<file path="src/hdl/cluster_gaussian_weights_defines.svh">
// assertion macros for the cluster gaussian weights block
`ifndef CLUSTER_GAUSSIAN_WEIGHTS_DEFINES_SVH
`define CLUSTER_GAUSSIAN_WEIGHTS_DEFINES_SVH

// same-cycle implication, ignored while in reset
`define CGW_ASSERT_IMP(lbl, ante, cons) \
  lbl: assert property (@(posedge clk) disable iff (!rst_n) (ante) |-> (cons)) \
    else $error("cgw check failed");

// next-cycle implication, also checked during reset
`define CGW_ASSERT_NEXT(lbl, ante, cons) \
  lbl: assert property (@(posedge clk) (ante) |=> (cons)) \
    else $error("cgw check failed");

`endif

</file>
<file path="src/hdl/cgw_pkg.sv">
// shared types, codes and the exp table for the cluster gaussian weights block
package cgw_pkg;

  typedef enum logic [1:0] {
    OP_LOAD,
    OP_ACC,
    OP_ACC_LAST
  } op_t;

  typedef struct packed {
    op_t                op;
    logic [3:0]         cluster;
    logic [3:0]         dim;
    logic signed [15:0] value;
  } qent_t;

  typedef struct packed {
    logic [23:0] scale;
    logic [4:0]  nd;
    logic [4:0]  nc;
  } cfg_t;

  typedef enum logic [2:0] {
    ST_IDLE,
    ST_RD,
    ST_SQ,
    ST_ADD,
    ST_EXP,
    ST_WAIT,
    ST_OUT
  } back_state_t;

  typedef struct packed {
    logic q_pop;
    logic mem_we;
    logic mem_re;
    logic latch_cur;
    logic sq_en;
    logic acc_en;
    logic exp_start;
    logic out_load;
    logic clr;
    logic c_inc;
    logic c_zero;
  } back_ctrl_t;

  localparam int ExpSteps = 256;
  localparam logic [63:0] ExpStepQ32 = 64'd4034748382;

  typedef logic [16:0] exp_tab_t [0:ExpSteps];

  // exp(-k/16) in q1.16, built from a q0.31 recurrence
  function automatic exp_tab_t build_exp_tab();
    exp_tab_t    t;
    logic [63:0] e;
    e = 64'd1 << 31;
    for (int k = 0; k <= ExpSteps; k++) begin
      t[k] = 17'((e + 64'd16384) >> 15);
      e = (e * ExpStepQ32 + 64'd2147483648) >> 32;
    end
    return t;
  endfunction

  localparam exp_tab_t EXP_TAB = build_exp_tab();

endpackage

</file>
<file path="src/hdl/cgw_front.sv">
// front end: accepts items, classifies them and queues the ones with work to do
module cgw_front #(
  parameter int MAX_CLUSTERS = 16,
  parameter int MAX_DIMS     = 16
) (
  input  logic               clk,
  input  logic               rst_n,
  input  logic               in_push,
  output logic               in_full,
  input  logic               in_kind,
  input  logic [3:0]         in_cluster,
  input  logic [3:0]         in_dim,
  input  logic signed [15:0] in_value,
  input  cgw_pkg::cfg_t      cfg,
  output cgw_pkg::qent_t     q_head,
  output logic               q_empty,
  input  logic               q_pop
);
  import cgw_pkg::*;

  qent_t      q_r [2];
  logic       wr_ptr_r, wr_ptr_nxt;
  logic       rd_ptr_r, rd_ptr_nxt;
  logic [1:0] cnt_r, cnt_nxt;
  logic       accept, keep;
  qent_t      ent;

  assign in_full = (cnt_r == 2'd2);
  assign q_empty = (cnt_r == 2'd0);
  assign q_head  = q_r[rd_ptr_r];
  assign accept  = in_push && !in_full;

  always_comb begin
    ent.cluster = in_cluster;
    ent.dim     = in_dim;
    ent.value   = in_value;
    if (!in_kind) begin
      ent.op = OP_LOAD;
      keep   = (32'(in_cluster) < MAX_CLUSTERS) && (32'(in_dim) < MAX_DIMS);
    end else begin
      // components beyond the active dimensions are dropped here
      ent.op = ({1'b0, in_dim} == cfg.nd - 5'd1) ? OP_ACC_LAST : OP_ACC;
      keep   = ({1'b0, in_dim} < cfg.nd);
    end
  end

  always_comb begin
    wr_ptr_nxt = wr_ptr_r;
    rd_ptr_nxt = rd_ptr_r;
    cnt_nxt    = cnt_r;
    if (accept && keep) begin
      wr_ptr_nxt = ~wr_ptr_r;
    end
    if (q_pop && !q_empty) begin
      rd_ptr_nxt = ~rd_ptr_r;
    end
    cnt_nxt = cnt_r + 2'(accept && keep) - 2'(q_pop && !q_empty);
  end

  always_ff @(posedge clk) begin
    if (!rst_n) begin
      wr_ptr_r <= 1'b0;
      rd_ptr_r <= 1'b0;
      cnt_r    <= 2'd0;
    end else begin
      wr_ptr_r <= wr_ptr_nxt;
      rd_ptr_r <= rd_ptr_nxt;
      cnt_r    <= cnt_nxt;
    end
  end

  always_ff @(posedge clk) begin
    if (accept && keep) begin
      q_r[wr_ptr_r] <= ent;
    end
  end

endmodule

</file>
<file path="config.mk">
export PLATFORM = sky130hd
export DESIGN_NAME = cgw_front
export DESIGN_NICKNAME = d
export VERILOG_FILES = /design/src/hdl/cluster_gaussian_weights_defines.svh /design/src/hdl/cgw_pkg.sv /design/src/hdl/cgw_front.sv
export SDC_FILE = /design/constraint.sdc
export NUM_CORES = 1
export LEC_CHECK = 0
export BUFFER_PORTS_ARGS = -buffer_cell sky130_fd_sc_hd__buf_4
export CAP_MARGIN = 20
export CORE_ASPECT_RATIO = 0.6
export CORE_UTILIZATION = 48
export DETAILED_ROUTE_END_ITERATION = 10
export PLACE_DENSITY = 0.87
export SETUP_SLACK_MARGIN = 0.02
export SYNTH_ARGS = -nofsm -noshare
export SYNTH_HDL_FRONTEND = slang
export SYNTH_SLANG_ARGS = --single-unit
</file>
<file path="constraint.sdc">
create_clock -name clk -period 5.2 [get_ports clk]
set_clock_uncertainty 0.05 [all_clocks]
set_input_delay 0.52 -clock clk [delete_from_list [all_inputs] [get_ports clk]]
set_output_delay 0.52 -clock clk [all_outputs]
set_load 0.02 [all_outputs]
</file>
# Yosys cells after proc, flatten, opt, wreduce, memory -nomap -nowiden
# Memory sizes are Yosys's and may differ from the RTL's. A register that Yosys moved wholly into a read port is not among the register bits.
# Index checks and enable logic that the tools add are counted.
dict set report totals {
  ff_bits 4
  ramBits 52
  in_bits 63
  out_inout_bits 28
  elab_cells 25
  memories 1
}
dict set report classes {
  n_addsub 3
  n_lt_le_gt_ge 1
  eq_ne 2
  muxes 7
  bitwise_logic 2
  n_reduce_logical 6
}
# memory depth width read_ports rd_ports_with_merged_regs wr line
set mem_list {}
lappend mem_list {q_r 2 26 1 1 1 cgw_front.sv:21} ;# qent_t q_r [2];
# cell count
set op_table {}
lappend op_table {{$eq A4 B5 Y1} 1}
lappend op_table {{$lt A4 B5 Y1} 1}
lappend op_table {{$mux W1} 5}
lappend op_table {{$sub A5 B1 Y5 const B} 1}
lappend op_table {{$mux W2} 2}
lappend op_table {{$logic_and A1 B1 Y1} 3}
lappend op_table {{$add A2 B1 Y2} 1}
lappend op_table {{$eq A2 B2 Y1 const B} 1}
lappend op_table {{$logic_not A1 Y1} 2}
lappend op_table {{$logic_not A2 Y1} 1}
lappend op_table {{$not A1 Y1} 2}
lappend op_table {{$sub A2 B1 Y2} 1}

# Logic depth before layout (Yosys ltp)
# Gate-level depths: netlist (run 1).
dict set report logic_depth {
  depth_word 6
  mapped_depth 12
  mapped_depth_nobuf 12
}

# Least setup slack after synthesis (run 1)
# OpenSTA, ideal clock, no wires.
dict set report synth_timing {
  path_kind {input to register}
  startpoint {input port cfg[6] (netlist name)}
  endpoint {memory q_r[1][0] (netlist name), enable pin}
  setup_ns 0.447
  arrival_ns 3.315
  required_time_ns 4.703
  setup_slack_ns 1.388
  path_stages 6
  path_buffers 0
  path_cell_list {inv_1 > ha_1 > nor2b_1 > o311ai_2 > a21oi_2 > nor3b_1}
}
dict set report synth_via {
  elab_chain_cells 5
}
# element line
set synth_lines {}
lappend synth_lines {{from (decl)} cgw_front.sv:14} ;# input cgw_pkg::cfg_t cfg,
lappend synth_lines {{$lt A4 B5 Y1} cgw_front.sv:43} ;# keep = ({1'b0, in_dim} < cfg.nd);
lappend synth_lines {{$mux W1} cgw_front.sv:37} ;# if (!in_kind) begin
lappend synth_lines {{$logic_and A1 B1 Y1} cgw_front.sv:73} ;# if (accept && keep) begin
lappend synth_lines {{$mux W1} cgw_front.sv:73}
lappend synth_lines {{$mux W1 (implied by the code)} cgw_front.sv:74} ;# q_r[wr_ptr_r] <= ent;
lappend synth_lines {{to (decl)} cgw_front.sv:21}
# No other way between the ends.

# Worst setup path in the final report (run 1)
dict set report layout_timing {
  startpoint {input port in_dim[1]}
  endpoint {register cnt_r[1]}
}
dict set report layout_via {
  elab_chain_cells 5
}
# element line
set layout_lines {}
lappend layout_lines {{from (decl)} cgw_front.sv:12} ;# input logic [3:0] in_dim,
lappend layout_lines {{$lt A4 B5 Y1} cgw_front.sv:43}
lappend layout_lines {{$mux W1} cgw_front.sv:37}
lappend layout_lines {{$logic_and A1 B1 Y1} cgw_front.sv:57} ;# cnt_nxt = cnt_r + 2'(accept && keep) - 2'(q_pop && !q_empty);
lappend layout_lines {{$add A2 B1 Y2} cgw_front.sv:57}
lappend layout_lines {{$sub A2 B1 Y2} cgw_front.sv:57}
lappend layout_lines {{to (signal assigned)} cgw_front.sv:68} ;# cnt_r <= cnt_nxt;
lappend layout_lines {{to (decl)} cgw_front.sv:24} ;# logic [1:0] cnt_r, cnt_nxt;
# No other way between the ends.
# A chain may end at the register's enable or synchronous reset.

==> flow_summary.ini, run 1 <==
[synth]
synth-seq-area-share_pct = 70.19
syn_area_um2 = 2367
synthDistinctLibCells = 26
synth.net_count = 212
ys_ff_latch = 57
synth_warnings = 0
syn_area_per_cell_um2 = 16.67
synthCells = 142

[sta]
min_period_ns = 2.417
setup_viol = 0
grt_setup_unrepaired = false
fin_crit_sh_pct = 46.49
finalMaxSlewViolations = 0
max_clock_freq_mhz = 413.7
fin_tns_setup_ns = 0
max-slew-margin-rel_pct = 76.29
tightest_slew_ns = 0.3551
hold_violations = 0

[routing]
drt_pass1_iterations = 5
wl_per_cell_um = 14.29
final_antenna_net_count = 0
vias = 1354
vias_per_cell = 4.801
drt_iter0_drc = 39
finalWirelength_um = 4031
drc = 0

[cts]
clk_pin_slew_ns = 0.06
clkSinkCount = 57
cts-root-buf = clkbuf_8
cts_buffer_depth = 2
cts_buffers = 9
clk_latency_ns = 0.33
cts_tree = done
hold_buffers = 0
cts_resized = 0
postCtsSetupBuffers = 0
htreeDepth = 3

[global_routing]
grt_start_max_net_pins = 27
grt_overflow_total = 0
grt_antenna_before_repair = 0
gr-usage-all-layers_pct = 17.31
grt_pass1_vias = 1357
grt_pass1_wl_um = 6375

[layout]
fin_util_pct = 67.21
syn_to_final_growth_pct = 32.29
fin_nets = 284
drive_gt1_share_pct = 49.77
final_common_cell = buf_4
final_cell_mix = buf_4, edfxtp_1, mux2_2
antenna_cells = 0

[setup_path]
end_kind = flip-flop
crit_required_ns = 5.37
critPathLaunchType = input port
crit_fanout = 4
worstPathArrival_ns = 2.59
worst-setup-path-type = in -> reg

[floorplanning]
initial_core_util_pct = 50.81
dieWidth_um = 92.66
dieHeight_um = 56.40
dieArea_um2 = 5226
core_area_um2 = 4659
io_pins = 91
rows = 19

[placement]
place_hpwl_um = 2695
port_buffers = 61
gp_congestion = 0.7715

[job]
cap_violations = 0

[power_and_ir_drop]
peakVddDrop_uv = 303.8
finalPower_uw = 1488
powerDensity_nw_per_um2 = 475.2
p_leak_uw = 0.001236

[status]
status = complete, no violations

[hold_path]
hold_class = in -> reg
-- logic make-up (layout without fill, tap and decap cells) --
family | Yosys count | count (layout) | synth area share (%)
xor+xnor | 7 | 7 | 2.590
flops | 57 | 57 | 70.19
simple gates | 26 | 26 | 6.026
mux | 27 | 27 | 12.79
compound gates | 7 | 7 | 2.802
fa+ha+maj | 7 | 7 | 3.700
buf+inv | 11 | 88 | 1.903
-- layer usage --
metal | vias up | wire (µm) | part of all wire (%) | track usage [%]
met3 | 6 | 238 | 5.9 | 8.672
met4 | 0 | 51 | 1.3 | 8.571
met2 | 43 | 1796 | 45 | 25.08
met5 | - | 0 | 0 | 0
met1 | 633 | 1944 | 48 | 21.57
li1 | 672 | - | - | -
-- stage by stage --
| step | cell area (µm²) | instances | setup WS [ns] | hold WS (ns) |
|---|---|---|---|---|
| after floorplan | 2367 | 142 | 1.388 | 0.4313 |
| after global placement | 2922 | 266 | 2.475 | 0.4434 |
| after detailed placement | 2922 | 266 | 2.428 | 0.4454 |
| after CTS | 3132 | 282 | 2.796 | 0.2984 |
| after global routing | 3132 | 282 | 2.647 | 0.2985 |
| final | 3132 | 282 | 2.783 | 0.3213 |
-- where the power goes --
| group | switching, µW | internal [µW] |
|---|---|---|
| combinational | 237 | 211 |
| sequential | 21.7 | 584 |
| clock | 167 | 267 |
| total | 425 | 1060 |
-- state kept, by name (all words and copies together), names as in the netlist, named ones only --
signal and flops:
q_r 52, cnt_r 2, rd_ptr_r 1, wr_ptr_r 1
-- worst max-delay path, stage by stage --
cell	delay, ns
buf_4	0.14
ha_1	0.28
nor2b_1	0.13
o311ai_2	0.32
a21oi_2	0.14
or2_1	0.24
ha_1	0.27
inv_1	0.04
ha_1	0.17
xor2_1	0.16
xnor2_1	0.13
nor2_1	0.05
-- cell type report --
type                            instances  area [µm²]
Fill cell                             318        1528
Multi-Input combinational cell         74       670.6
Clock inverter                          6       82.58
Sequential cell                        57        1662
Clock buffer                           10       127.6
Tap cell                               63       78.83
Inverter                                8       30.03
Timing Repair Buffer                   64       480.5
-- cell usage after synthesis --
cell type / n / area [µm²]
a21o_1: 1 / 7.510
a21oi_2: 1 / 8.760
a221oi_1: 1 / 8.760
and2_1: 2 / 12.51
and2b_1: 1 / 7.510
buf_2: 3 / 15.01
dfxtp_1: 5 / 100.1
edfxtp_1: 52 / 1562
ha_1: 7 / 87.58
inv_1: 8 / 30.03
mux2_2: 26 / 292.8
mux2i_1: 1 / 10.01
nand2b_1: 2 / 12.51
nand3_1: 2 / 10.01
nand4b_1: 2 / 17.52
nor2_1: 9 / 33.78
nor2b_1: 3 / 18.77
nor3_1: 2 / 10.01
nor3b_1: 1 / 7.510
o211ai_1: 2 / 15.01
o21ba_1: 1 / 10.01
o311ai_2: 1 / 16.27
or2_1: 1 / 6.260
or2_2: 1 / 6.260
xnor2_1: 5 / 43.79
xor2_1: 2 / 17.52
-- path summary, 6_finish.rpt --
path                                       startpoint                  end  slack [ns]  depth (start not counted)
worst max-delay path                        in_dim[1]  cnt_r[1]$_SDFF_PN0_        2.78                         12
worst max register to register    cnt_r[0]$_SDFF_PN0_  cnt_r[1]$_SDFF_PN0_        3.13                          9
worst min-delay path                      in_value[0]  q_r[0][0]$_DFFE_PP_        0.32                          1
worst min register to register  rd_ptr_r$_SDFFE_PN0P_            flip-flop        0.46                          2
Power figures use the tool's default switching activity.
==> inputs of run 2 (changes only) <==
clock period = 2.5 ns   (was 5.2 ns; I/O delays follow)
==> flow_summary.ini, run 2 (synthesized netlist as in run 1, its figures left out) <==
[status]
status = complete, no violations

[placement]
port_buffers = 61
place_hpwl_um = 2705
dpl_worst_slack_ns = 0.1288
gp_congestion = 0.7363
placedCellCount = 269

[cts]
clk_pin_slew_ns = 0.07
htreeDepth = 3
cts_buffer_depth = 2
clk_latency_ns = 0.32
postCtsSetupBuffers = 0
clkSinkCount = 57
cts_resized = 0
cts_tree = done
cts_buffers = 9
cts-root-buf = clkbuf_8
hold_buffers = 0

[power_and_ir_drop]
finalPower_uw = 3033
peakVddDrop_uv = 649.9
powerDensity_nw_per_um2 = 958.8
p_leak_uw = 0.001239

[sta]
finalWorstSetupSlack_ns = 0.3962
fin_tns_setup_ns = 0
fin_crit_sh_pct = 84.15
max-slew-margin-rel_pct = 76.66
max_clock_freq_mhz = 475.3
setup_viol = 0
hold_violations = 0
finalMaxSlewViolations = 0
min_period_ns = 2.104
tightest_slew_ns = 0.3501
grt_setup_unrepaired = false

[routing]
finalWirelength_um = 3932
vias_per_cell = 4.849
drt_pass1_iterations = 4
dr.max_layer_used = met4
vias = 1382
route.met3.wl_um = 232
drc = 0
wl_met1_um = 1894
wl_per_cell_um = 13.80
final_antenna_net_count = 0
drt_iter0_drc = 28
wl_met2_um = 1734

[setup_path]
worstPathArrival_ns = 2.27
startpoint = cnt_r[0]$_SDFF_PN0_
crit_fanout = 5
critPathLaunchType = flip-flop
crit_required_ns = 2.66
end_kind = flip-flop
worst-setup-path-type = reg -> reg
r2r_start = cnt_r[0]$_SDFF_PN0_

[layout]
final_cell_mix = buf_4, edfxtp_1, mux2_2
fin_util_pct = 67.88
syn_to_final_growth_pct = 33.62
largest_reg_flops = 52
fillers = 341
fin_cells = 285
largest_register = q_r
fin_nets = 287
reg.largest.list = q_r (52), cnt_r (2)
antenna_cells = 0
final_common_cell = buf_4
drive_gt1_share_pct = 50.90

[floorplanning]
io_pins = 91
rows = 19
core_area_um2 = 4659
dieWidth_um = 92.66
dieHeight_um = 56.40
dieArea_um2 = 5226
initial_core_util_pct = 50.81

[global_routing]
gr-usage-all-layers_pct = 16.92
grt_antenna_before_repair = 0
grt_start_max_net_pins = 27
grt_overflow_total = 0
grt_pass1_vias = 1366
grt_pass1_wl_um = 6410

[hold_path]
hold_class = in -> reg
hold_start = in_value[14]

[job]
cap_violations = 0
[run 2: cell types whose count changed in the layout (fill, tap and decap cells not counted), sizes merged]
cell      previous run  this run
clkinvlp             0         3
clkbuf              10         9
bufinv               2         1
buf                 64        67
inv                  8         9
clkinv               4         2
[run 2: final timing paths]
check / endpoint / slack, ns / cells past startpoint
setup reg to reg: cnt_r[1]$_SDFF_PN0_ / 0.40 / 9
setup / recovery: cnt_r[1]$_SDFF_PN0_ / 0.40 / 9
hold / removal: q_r[0][14]$_DFFE_PP_ / 0.06 / 1
hold reg to reg: rd_ptr_r$_SDFFE_PN0P_ / 0.47 / 2
[run 2: layer usage]
layer / GRT usage (%) / vias up
li1: - / 683
met1: 22.29 / 651
met2: 24.55 / 42
met3: 6.504 / 6
met4: 8.571 / 0
met5: 0 / -
[run 2: layout make-up]
| class | instances | area [µm²] | share of cell area, % |
|---|---|---|---|
| well taps | 63 | 78.83 | 2.492 |
| clock buffers | 9 | 123.9 | 3.916 |
| flip-flops and latches | 57 | 1662 | 52.53 |
| inverters | 8 | 30.03 | 0.9494 |
| multi-input cells | 74 | 683.2 | 21.60 |
| repair buffers | 67 | 515.5 | 16.30 |
| clock inverters | 7 | 70.07 | 2.215 |
[run 2: worst max-delay path, cell delays in order, from the launching register on]
cell	delay [ns]
dfxtp_1	0.36
and2b_1	0.20
nand2b_1	0.28
or2_1	0.30
ha_1	0.27
inv_1	0.04
ha_1	0.17
xor2_1	0.15
xnor2_1	0.13
nor2_1	0.05
[run 2: through the flow]
step | instance area, µm² | hold slack, ns
CTS | 3163 | 0.04578
floorplan | 2390 | 0.2989
global placement | 2969 | 0.3852
detailed placement | 2969 | 0.3882
global route | 3163 | 0.03843
finish | 3163 | 0.06210
[run 2: where the power goes]
part           total, µW  switching, µW  internal (µW)
Combinational        962            500            462
Sequential          1260           46.4           1210
Clock                809            352            457
Total               3030            899           2130
